==> src/hdl/bgf_pkg.sv <==
package bgf_pkg;

  // Scroll address field masks
  localparam logic [14:0] HORIZ_MASK = 15'h041F;
  localparam logic [14:0] VERT_MASK  = 15'h7BE0;

  // Video memory bases
  localparam logic [13:0] NAME_BASE = 14'h2000;
  localparam logic [13:0] ATTR_BASE = 14'h23C0;

  // Line and dot landmarks
  localparam logic [8:0] LINE_LAST_VISIBLE = 9'd239;
  localparam logic [8:0] LINE_VBLANK       = 9'd241;
  localparam logic [8:0] LINE_PRE          = 9'd261;
  localparam logic [8:0] DOT_FIRST         = 9'd1;
  localparam logic [8:0] DOT_VSTEP         = 9'd256;
  localparam logic [8:0] DOT_HCOPY         = 9'd257;

  // Coarse Y wrap points
  localparam logic [4:0] COARSE_Y_LAST_ROW = 5'd29;
  localparam logic [4:0] COARSE_Y_MAX      = 5'd31;

  // Fetch cycle phases
  localparam logic [2:0] PH_NAME_ISSUE = 3'd0;
  localparam logic [2:0] PH_NAME_LATCH = 3'd1;
  localparam logic [2:0] PH_ATTR_ISSUE = 3'd2;
  localparam logic [2:0] PH_ATTR_LATCH = 3'd3;
  localparam logic [2:0] PH_PLO_ISSUE  = 3'd4;
  localparam logic [2:0] PH_PLO_LATCH  = 3'd5;
  localparam logic [2:0] PH_PHI_ISSUE  = 3'd6;

  // Configuration register indexes
  localparam logic [1:0] REG_BG_RENDER  = 2'd0;
  localparam logic [1:0] REG_PAT_SELECT = 2'd1;
  localparam logic [1:0] REG_VBL_IRQ    = 2'd2;
  localparam logic [1:0] REG_SCROLL_T   = 2'd3;

  typedef struct packed {
    logic        bg_render_on;
    logic        pattern_table_select;
    logic        vbl_irq_on;
    logic [14:0] scroll_temp;
  } bgf_cfg_t;

  typedef struct packed {
    logic [14:0] scroll_v;
    logic [7:0]  name_latch;
    logic [1:0]  attr_latch;
    logic [7:0]  pat_low_latch;
    logic [7:0]  pat_high_latch;
    logic        vblank_state;
  } bgf_state_t;

  typedef struct packed {
    logic [8:0] scan_line;
    logic [8:0] dot_index;
    logic [7:0] read_data;
  } bgf_tick_t;

  typedef struct packed {
    logic        read_enable;
    logic [13:0] read_address;
    logic [7:0]  name_byte;
    logic [1:0]  attr_bits;
    logic [7:0]  pattern_low;
    logic [7:0]  pattern_high;
    logic        tile_done;
    logic        vblank_flag;
    logic        nmi_set;
    logic        clear_flags;
    logic [14:0] scroll_addr;
  } bgf_result_t;

  function automatic logic [7:0] reverse8(input logic [7:0] b);
    logic [7:0] r;
    for (int i = 0; i < 8; i++) r[7 - i] = b[i];
    return r;
  endfunction

  function automatic logic [13:0] attr_address(input logic [14:0] v);
    return ATTR_BASE | {2'b00, v[11:10], 4'b0000, v[9:7], v[4:2]};
  endfunction

  // Fine Y, then coarse Y with nametable flip at row 29
  function automatic logic [14:0] step_vertical(input logic [14:0] v);
    logic [14:0] r;
    logic [4:0]  y;
    r = v;
    y = v[9:5];
    if (v[14:12] != 3'b111) begin
      r[14:12] = v[14:12] + 3'd1;
    end else begin
      r[14:12] = 3'b000;
      if (y == COARSE_Y_LAST_ROW) begin
        y = 5'd0;
        r[11] = ~v[11];
      end else if (y == COARSE_Y_MAX) begin
        y = 5'd0;
      end else begin
        y = y + 5'd1;
      end
      r[9:5] = y;
    end
    return r;
  endfunction

  // Coarse X with horizontal nametable flip
  function automatic logic [14:0] step_horizontal(input logic [14:0] v);
    logic [14:0] r;
    r = v;
    if (v[4:0] == 5'h1F) begin
      r[4:0] = 5'd0;
      r[10]  = ~v[10];
    end else begin
      r[4:0] = v[4:0] + 5'd1;
    end
    return r;
  endfunction

endpackage

==> src/hdl/bgf_tick_logic.sv <==
module bgf_tick_logic import bgf_pkg::*; (
  input  bgf_cfg_t    cfg,
  input  bgf_state_t  state,
  input  bgf_tick_t   tick,
  output bgf_state_t  state_nxt,
  output bgf_result_t result
);

  logic        pre_line;
  logic        render_line;
  logic        fetch_dot;
  logic [2:0]  phase;
  logic [1:0]  attr_sel;
  logic [13:0] pat_addr;
  logic        rd_en;
  logic [13:0] rd_addr;
  logic        done;
  logic        nmi;
  logic        clr;

  assign pre_line    = (tick.scan_line == LINE_PRE);
  assign render_line = pre_line || (tick.scan_line <= LINE_LAST_VISIBLE);
  assign fetch_dot   = (tick.dot_index inside {[9'd1:9'd256], [9'd321:9'd336]});
  assign phase       = tick.dot_index[2:0] - 3'd1;
  assign attr_sel    = {state.scroll_v[6], state.scroll_v[1]};
  assign pat_addr    = {1'b0, cfg.pattern_table_select, state.name_latch, 1'b0,
                        state.scroll_v[14:12]};

  // One dot of the sequencer
  always_comb begin
    state_nxt = state;
    rd_en     = 1'b0;
    rd_addr   = '0;
    done      = 1'b0;
    nmi       = 1'b0;
    clr       = 1'b0;

    // vblank flag
    if (pre_line && tick.dot_index == DOT_FIRST) begin
      state_nxt.vblank_state = 1'b0;
      clr = 1'b1;
    end
    if (tick.scan_line == LINE_VBLANK && tick.dot_index == DOT_FIRST) begin
      state_nxt.vblank_state = 1'b1;
      nmi = cfg.vbl_irq_on;
    end

    // fetch cycle, increments and copies
    if (render_line && cfg.bg_render_on) begin
      if (fetch_dot) begin
        case (phase)
          PH_NAME_ISSUE: begin
            rd_en   = 1'b1;
            rd_addr = NAME_BASE | {2'b00, state.scroll_v[11:0]};
          end
          PH_NAME_LATCH: begin
            state_nxt.name_latch = tick.read_data;
          end
          PH_ATTR_ISSUE: begin
            rd_en   = 1'b1;
            rd_addr = attr_address(state.scroll_v);
          end
          PH_ATTR_LATCH: begin
            case (attr_sel)
              2'd0:    state_nxt.attr_latch = tick.read_data[1:0];
              2'd1:    state_nxt.attr_latch = tick.read_data[3:2];
              2'd2:    state_nxt.attr_latch = tick.read_data[5:4];
              default: state_nxt.attr_latch = tick.read_data[7:6];
            endcase
          end
          PH_PLO_ISSUE: begin
            rd_en   = 1'b1;
            rd_addr = pat_addr;
          end
          PH_PLO_LATCH: begin
            state_nxt.pat_low_latch = reverse8(tick.read_data);
          end
          PH_PHI_ISSUE: begin
            rd_en   = 1'b1;
            rd_addr = pat_addr | 14'h0008;
          end
          default: begin
            state_nxt.pat_high_latch = reverse8(tick.read_data);
            done = 1'b1;
            if (tick.dot_index == DOT_VSTEP) begin
              state_nxt.scroll_v = step_vertical(state.scroll_v);
            end else begin
              state_nxt.scroll_v = step_horizontal(state.scroll_v);
            end
          end
        endcase
      end else if (tick.dot_index == DOT_HCOPY) begin
        state_nxt.scroll_v = (state.scroll_v & ~HORIZ_MASK) | (cfg.scroll_temp & HORIZ_MASK);
      end else if (pre_line && (tick.dot_index inside {[9'd280:9'd304]})) begin
        state_nxt.scroll_v = (state.scroll_v & ~VERT_MASK) | (cfg.scroll_temp & VERT_MASK);
      end
    end
  end

  // Result as seen after this dot
  always_comb begin
    result.read_enable  = rd_en;
    result.read_address = rd_addr;
    result.name_byte    = state_nxt.name_latch;
    result.attr_bits    = state_nxt.attr_latch;
    result.pattern_low  = state_nxt.pat_low_latch;
    result.pattern_high = state_nxt.pat_high_latch;
    result.tile_done    = done;
    result.vblank_flag  = state_nxt.vblank_state;
    result.nmi_set      = nmi;
    result.clear_flags  = clr;
    result.scroll_addr  = state_nxt.scroll_v;
  end

endmodule

==> src/hdl/ppu_background_fetch_sequencer.sv <==
// Channel   Dir  Handshake            Payload
// in_       in   in_valid/in_ready    scan_line, dot_index, read_data
// out_      out  out_valid/out_ready  read fields, tile latches, flags, scroll_addr
// cfg_      in   cfg_valid/cfg_ready  cfg_index (0..3), cfg_data (15 bits)
//
// One dot request per cycle unless the result stalls; each goes via the input
// register, then the result register. State updates as a dot moves into
// the result register. Reset clears config, scroll address, latches and flags.
// A stalled result holds the result register and the input register behind it;
// in_ready falls only when both are full. cfg_ready is always high.
module ppu_background_fetch_sequencer import bgf_pkg::*; (
  input  logic        clk,
  input  logic        rst_n,

  input  logic        in_valid,
  output logic        in_ready,
  input  logic [8:0]  in_scan_line,
  input  logic [8:0]  in_dot_index,
  input  logic [7:0]  in_read_data,

  output logic        out_valid,
  input  logic        out_ready,
  output logic        out_read_enable,
  output logic [13:0] out_read_address,
  output logic [7:0]  out_name_byte,
  output logic [1:0]  out_attr_bits,
  output logic [7:0]  out_pattern_low,
  output logic [7:0]  out_pattern_high,
  output logic        out_tile_done,
  output logic        out_vblank_flag,
  output logic        out_nmi_set,
  output logic        out_clear_flags,
  output logic [14:0] out_scroll_addr,

  input  logic        cfg_valid,
  output logic        cfg_ready,
  input  logic [1:0]  cfg_index,
  input  logic [14:0] cfg_data
);

  bgf_cfg_t    cfg_r;
  bgf_state_t  state_r;
  bgf_state_t  state_nxt;
  bgf_tick_t   tick_r;
  logic        tick_valid_r;
  bgf_result_t result_nxt;
  bgf_result_t result_r;
  logic        out_valid_r;
  logic        advance;

  assign cfg_ready = 1'b1;
  assign advance   = tick_valid_r && (!out_valid_r || out_ready);
  assign in_ready  = !tick_valid_r || advance;

  // Configuration registers
  always_ff @(posedge clk) begin
    if (!rst_n) begin
      cfg_r <= '0;
    end else if (cfg_valid) begin
      case (cfg_index)
        REG_BG_RENDER:  cfg_r.bg_render_on         <= cfg_data[0];
        REG_PAT_SELECT: cfg_r.pattern_table_select <= cfg_data[0];
        REG_VBL_IRQ:    cfg_r.vbl_irq_on           <= cfg_data[0];
        REG_SCROLL_T:   cfg_r.scroll_temp          <= cfg_data;
        default:        cfg_r                      <= cfg_r;
      endcase
    end
  end

  // Input register
  always_ff @(posedge clk) begin
    if (!rst_n) begin
      tick_valid_r <= 1'b0;
    end else if (in_ready) begin
      tick_valid_r <= in_valid;
    end
  end

  always_ff @(posedge clk) begin
    if (in_valid && in_ready) begin
      tick_r <= '{scan_line: in_scan_line, dot_index: in_dot_index, read_data: in_read_data};
    end
  end

  bgf_tick_logic u_tick (
    .cfg       (cfg_r),
    .state     (state_r),
    .tick      (tick_r),
    .state_nxt (state_nxt),
    .result    (result_nxt)
  );

  // Sequencer state
  always_ff @(posedge clk) begin
    if (!rst_n) begin
      state_r <= '0;
    end else if (advance) begin
      state_r <= state_nxt;
    end
  end

  // Result register
  always_ff @(posedge clk) begin
    if (!rst_n) begin
      out_valid_r <= 1'b0;
    end else if (advance) begin
      out_valid_r <= 1'b1;
    end else if (out_ready) begin
      out_valid_r <= 1'b0;
    end
  end

  always_ff @(posedge clk) begin
    if (advance) begin
      result_r <= result_nxt;
    end
  end

  assign out_valid        = out_valid_r;
  assign out_read_enable  = result_r.read_enable;
  assign out_read_address = result_r.read_address;
  assign out_name_byte    = result_r.name_byte;
  assign out_attr_bits    = result_r.attr_bits;
  assign out_pattern_low  = result_r.pattern_low;
  assign out_pattern_high = result_r.pattern_high;
  assign out_tile_done    = result_r.tile_done;
  assign out_vblank_flag  = result_r.vblank_flag;
  assign out_nmi_set      = result_r.nmi_set;
  assign out_clear_flags  = result_r.clear_flags;
  assign out_scroll_addr  = result_r.scroll_addr;

endmodule

==> config.mk <==
export PLATFORM = sky130hd
export DESIGN_NAME = ppu_background_fetch_sequencer
export DESIGN_NICKNAME = d
export VERILOG_FILES = /design/src/hdl/bgf_pkg.sv /design/src/hdl/bgf_tick_logic.sv /design/src/hdl/ppu_background_fetch_sequencer.sv
export SDC_FILE = /design/constraint.sdc
export NUM_CORES = 1
export LEC_CHECK = 0
export ABC_CLOCK_PERIOD_IN_PS = 3100
export BUFFER_PORTS_ARGS = -buffer_cell sky130_fd_sc_hd__buf_2
export CORE_ASPECT_RATIO = 1.1
export CORE_MARGIN = 3
export CORE_UTILIZATION = 40
export DETAILED_ROUTE_END_ITERATION = 16
export GPL_TIMING_DRIVEN = 0
export PLACE_DENSITY = 0.73
export REMOVE_ABC_BUFFERS = 1
export SLEW_MARGIN = 20
export SYNTH_ARGS = -nofsm -noshare
export SYNTH_HDL_FRONTEND = slang
export SYNTH_SLANG_ARGS = --single-unit
==> constraint.sdc <==
create_clock -name clk -period 3.1 [get_ports clk]
set_input_delay 0.155 -clock clk [delete_from_list [all_inputs] [get_ports clk]]
set_output_delay 0.155 -clock clk [all_outputs]
set_load 0.01 [all_outputs]
; ---- After elaboration in Yosys (flattened, before gate mapping)
; Index checks and enable logic that the tools add are counted.
[word_totals]
regBits = 148
input_bits = 48
out_inout_bits = 63
wordCells = 115
[op_classes]
addsub = 4
magnitude_cmp = 7
eq_ne = 20
n_mux = 28
bitwise = 4
n_reduce_logical = 26
[op_table]
columns = op, n
row1 = $mux W15, 5
row2 = $pmux W14 S4, 1
row3 = $mux W41, 1
row4 = $eq A9 B9 Y1 const B, 3
row5 = $le A9 B9 Y1 const B, 3
row6 = $mux W26, 1
row7 = $mux W8, 3
row8 = $mux W5, 4
row9 = $ge A9 B9 Y1 const B, 2
row10 = $eq A5 B5 Y1 const B, 3
row11 = $or A11 B15 Y15, 1
row12 = $or A15 B11 Y15, 1
row13 = $add A5 B1 Y5 const B, 2
row14 = $mux W1, 10
row15 = $reduce_and A2 Y1, 5
row16 = $eq A3 B3 Y1 const B, 3
row17 = $eq A9 B1 Y1 const B, 1
row18 = $eq A9 B8 Y1 const B, 1
row19 = $ge A9 B1 Y1 const B, 1
row20 = $le A9 B8 Y1 const B, 1
row21 = $logic_and A1 B1 Y1, 9
row22 = $reduce_or A7 Y1, 1
row23 = $eq A2 B2 Y1 const B, 3
row24 = $eq A3 B2 Y1 const B, 2
row25 = 15 further kinds, 22

; ---- Longest topological paths before layout
[logic_depth]
depth_word = 8
mapped_depth = 9
depth_no_buf = 9

; ---- Hierarchy
; A second synthesis with hierarchy kept.
[hier_totals]
cells_unflattened = 648
hier_area_um2 = 7245.7
[modules_own_cells]
columns = module, instances, cells_each, area_per_inst_um2, seq_area_each_um2
row1 = ppu_background_fetch_sequencer, 1, 359, 5018.6, 3823.7
row2 = bgf_tick_logic, 1, 289, 2227.1, 0.0

; ---- Least setup slack after synthesis
; Ideal clock, no wire load.
[synth_path]
path_type = reg-to-reg
startpoint = register out_valid_r (netlist: out_valid)
endpoint = register state_r[10] (netlist bit)
setup_ps = 124
arrival_time_ps = 3141
required_time_ps = 2976
setup_slack_ps = -165
stages_incl_launch_ff = 9
path_buffers = 1
period_less_slack_ps = 3265
cell_sequence = dfxtp_1 > nor2b_1 > nand2b_1 > inv_1 > nand3_1 > nor2_2 > nand4b_1 > buf_2 > mux2i_1
[synth_between]
elab_chain_cells = 3
[synth_lines]
columns = item, line
row1 = "start, declared", ppu_background_fetch_sequencer.sv:48  ; logic out_valid_r;
row2 = "start signal, assigned", ppu_background_fetch_sequencer.sv:105  ; out_valid_r <= 1'b0;
row3 = "start signal, assigned", ppu_background_fetch_sequencer.sv:107  ; out_valid_r <= 1'b1;
row4 = "start signal, assigned", ppu_background_fetch_sequencer.sv:109  ; out_valid_r <= 1'b0;
row5 = $logic_not A1 Y1, ppu_background_fetch_sequencer.sv:52  ; assign advance = tick_valid_r && (!out_valid_r || out_ready);
row6 = $logic_or A1 B1 Y1, ppu_background_fetch_sequencer.sv:52
row7 = $logic_and A1 B1 Y1, ppu_background_fetch_sequencer.sv:52
row8 = net advance, ppu_background_fetch_sequencer.sv:49  ; logic advance;
row9 = "end signal, assigned", ppu_background_fetch_sequencer.sv:98  ; state_r <= state_nxt;
row10 = "end, declared", ppu_background_fetch_sequencer.sv:42  ; bgf_state_t state_r;
; The timed path passes the listed nets, and every way through them passes these cells.
; A chain may end at the register's enable or synchronous reset.

==> flow_summary.json <==
{
  "status": "finished, final reports clean",
  "via_per_inst": 5.29,
  "yosysWarnings": 0,
  "cp_slowest_stage_delay_ns": 0.49,
  "cts_made_buffers": 17,
  "synth_seq_cells": 148,
  "track_usage_pct": 18.4,
  "synthCells": 594,
  "cts_buffer_depth": 2,
  "netlist.area_leader.share_pct": 39.0,
  "setup_viol": 0,
  "fmax_ghz": 0.340,
  "ant_nets": 0,
  "synth.most_common_cell": "nand2_1",
  "critPathBufInv": 0,
  "seq_area_frac_synth_pct": 57.7,
  "maxSlewViolCount": 0,
  "crit_family": "simple AND/OR/NAND/NOR gates",
  "power.leakage_nw": 3.43,
  "drtIter0Drc": 441,
  "fin_skew_ns": 0.00992,
  "die_area_um2": 18100,
  "ir_drop_v": 0.000368,
  "ys_top_cells_by_area": "edfxtp_1, dfxtp_1, mux2i_1, mux2_2, nand2_1",
  "overflow": 0,
  "hold_viol": 0,
  "hold_path.class": "in -> reg",
  "cts_tree": "built",
  "synth_common_cells": "nand2_1, edfxtp_1, dfxtp_1",
  "wirelength_um": 16300,
  "dpl_cell_area_um2": 7300,
  "gp_congestion": 0.826,
  "worstSetupEndpointType": "flip-flop",
  "worstMarginPinSlew_ns": 1.04,
  "fp.dieW_um": 129,
  "core_um2": 16000,
  "synth_edf_count": 86,
  "p_per_area_nw_per_um2": 533,
  "vias": 5051,
  "dp_hpwl_um": 10600,
  "async_flop_share_pct": 0,
  "chipHeight_um": 141,
  "h-tree-depth": 4,
  "crit_path_start_kind": "flip-flop",
  "clk_pin_slew_ns": 0.07,
  "start_util_pct": 41.5,
  "critPathKind": "reg -> reg",
  "io_buffers": 109,
  "grt_pass1_vias": 5011,
  "whs_ns": 0.0442,
  "syn2layout_area_growth_pct": 27.0,
  "avgSynthCellArea_um2": 11.2,
  "synth.distinct_cells": 66,
  "rows": 48,
  "worst-path-max-fanout": 16,
  "holdCritStartpoint": "out_ready",
  "antenna_found_initial": 0,
  "grt_max_degree": 47,
  "nNetsFinal": 797,
  "critPathRequiredTime_ns": 3.27,
  "cp-startpoint": "tick_r[21]$_DFFE_PP_",
  "design_area_um2": 8410,
  "drc": 0,
  "fin_crit_sh_pct": 94.8,
  "period_needed_ns": 2.94,
  "worstPathArrival_ns": 3.11,
  "synth_flop_cell": "edfxtp_1",
  "final_layout_size_suffix_gt1_share_pct": 27.9,
  "slew_headroom_pct": 30.8,
  "yosys.area.top_type": "edfxtp_1",
  "clkSinkCount": 148,
  "crit_slowest_cell": "and3b_1",
  "rr_startpoint": "tick_r[21]$_DFFE_PP_",
  "cts_root_buffer": "clkbuf_16",
  "wl_per_cell_um": 17.1,
  "io_pins": 111,
  "netlist_area_um2": 6630,
  "clkLatencyLatePin_ns": 0.42,
  "grt_first_pass_wirelength_um": 26000,
  "critical_path.cell_chain": "nor4_1, a41o_1, nand2_2, a211oi_1, and3b_1, mux2_2",
  "n_antenna_cell": 0,
  "dr.pass1.iters": 5,
  "maxCapViolCount": 0
}
cells by family (layout without fill, tap and decap cells):
kind of cell               Yosys count  in the layout  share of synthesized area (%)
and+or+nand+nor                    206            206                           14.5
DFF                                148            148                           57.7
AOI/OAI and AO/OA                  111            111                           11.3
muxes                               73             73                           12.0
buffers and inverters               47            208                           2.95
adders and majority gates            7              7                           1.32
other                                1              1                         0.0566
xor gates and xnor gates             1              1                          0.132
registers in the layout (all words and copies together), names as in the netlist:
signal	flops
out_pattern_high	8
out_valid	1
tick_r	26
out_nmi_set	1
out_tile_done	1
tick_valid_r	1
out_scroll_addr	15
out_clear_flags	1
out_read_address	14
out_name_byte	8
out_attr_bits	2
state_r	42
out_read_enable	1
out_vblank_flag	1
out_pattern_low	8
cfg_r	18
placed cells by master (no fill, tap or decap), types with 11 or more instances in the layout:
master         instances
nand2_1               93
buf_2                109
dfxtp_1               62
o21ai_0               14
a21oi_1               39
inv_1                 11
nor2_1                47
edfxtp_1              86
clkbuf_16             17
dlygate4sd3_1         42
mux2i_1               39
mux2_2                32
buf_4                 11
what timing repair did:
| action | CTS | global route |
|---|---|---|
| gates resized for setup | 4 | 1 |
| hold endpoints to repair | 42 | 0 |
| hold buffers | 42 | 0 |
| endpoints found under the setup margin | 64 | 19 |
| setup buffers | 2 | 10 |
through the flow:
step                      total power, mW   TNS (ns)  setup WS [ns]  cells  util (%)
after floorplan                      2.34      -4.82         -0.373    559         -
after detailed placement             2.47      -9.39         -0.364    869      45.7
after CTS                            4.51          0         0.0689    945      52.1
after global placement               2.46     -54.07          -1.70    868      45.5
final                                4.48          0          0.161    955      52.6
after global routing                 4.64  -0.000955      -0.000955    955      52.6
worst register-to-register path, stage by stage, from the launching register on:
cell and delay [ns]:
edfxtp_1 0.42, nor4_1 0.38, a41o_1 0.32, nand2_2 0.26, a211oi_1 0.42, and3b_1 0.49, mux2_2 0.41
power by group:
| part | switching [mW] | total [mW] | internal [mW] |
|---|---|---|---|
| logic | 0.163 | 0.296 | 0.132 |
| registers | 0.0419 | 2.18 | 2.14 |
| clock network | 0.874 | 2.00 | 1.13 |
area by class of cell:
type	instances	area, um^2
inverters	12	47.5
repair buffers	164	1090
fillers	1426	7560
multi-input cells	399	2630
well taps	200	250
flip-flops and latches	148	3820
clock buffers	17	425
clock inverters	15	148
worst paths after layout:
path                                        to  slack, ns  cells after the start
setup / recovery  out_pattern_low[6]$_DFFE_PP_       0.16                      6
hold / removal          out_valid$_SDFFE_PN0P_       0.04                      4
setup reg to reg  out_pattern_low[6]$_DFFE_PP_       0.16                      6
hold reg to reg         cfg_r[11]$_SDFFE_PN0P_       0.45                      2
routing by layer:
layer	track usage, %	vias up	share of wire (%)
met5	0	-	0
met4	6.14	0	1.7
met3	4.21	19	5.2
met2	29.3	160	47
met1	24.9	2395	46
li1	-	2477	-
(Power assumes the default switching activity.)
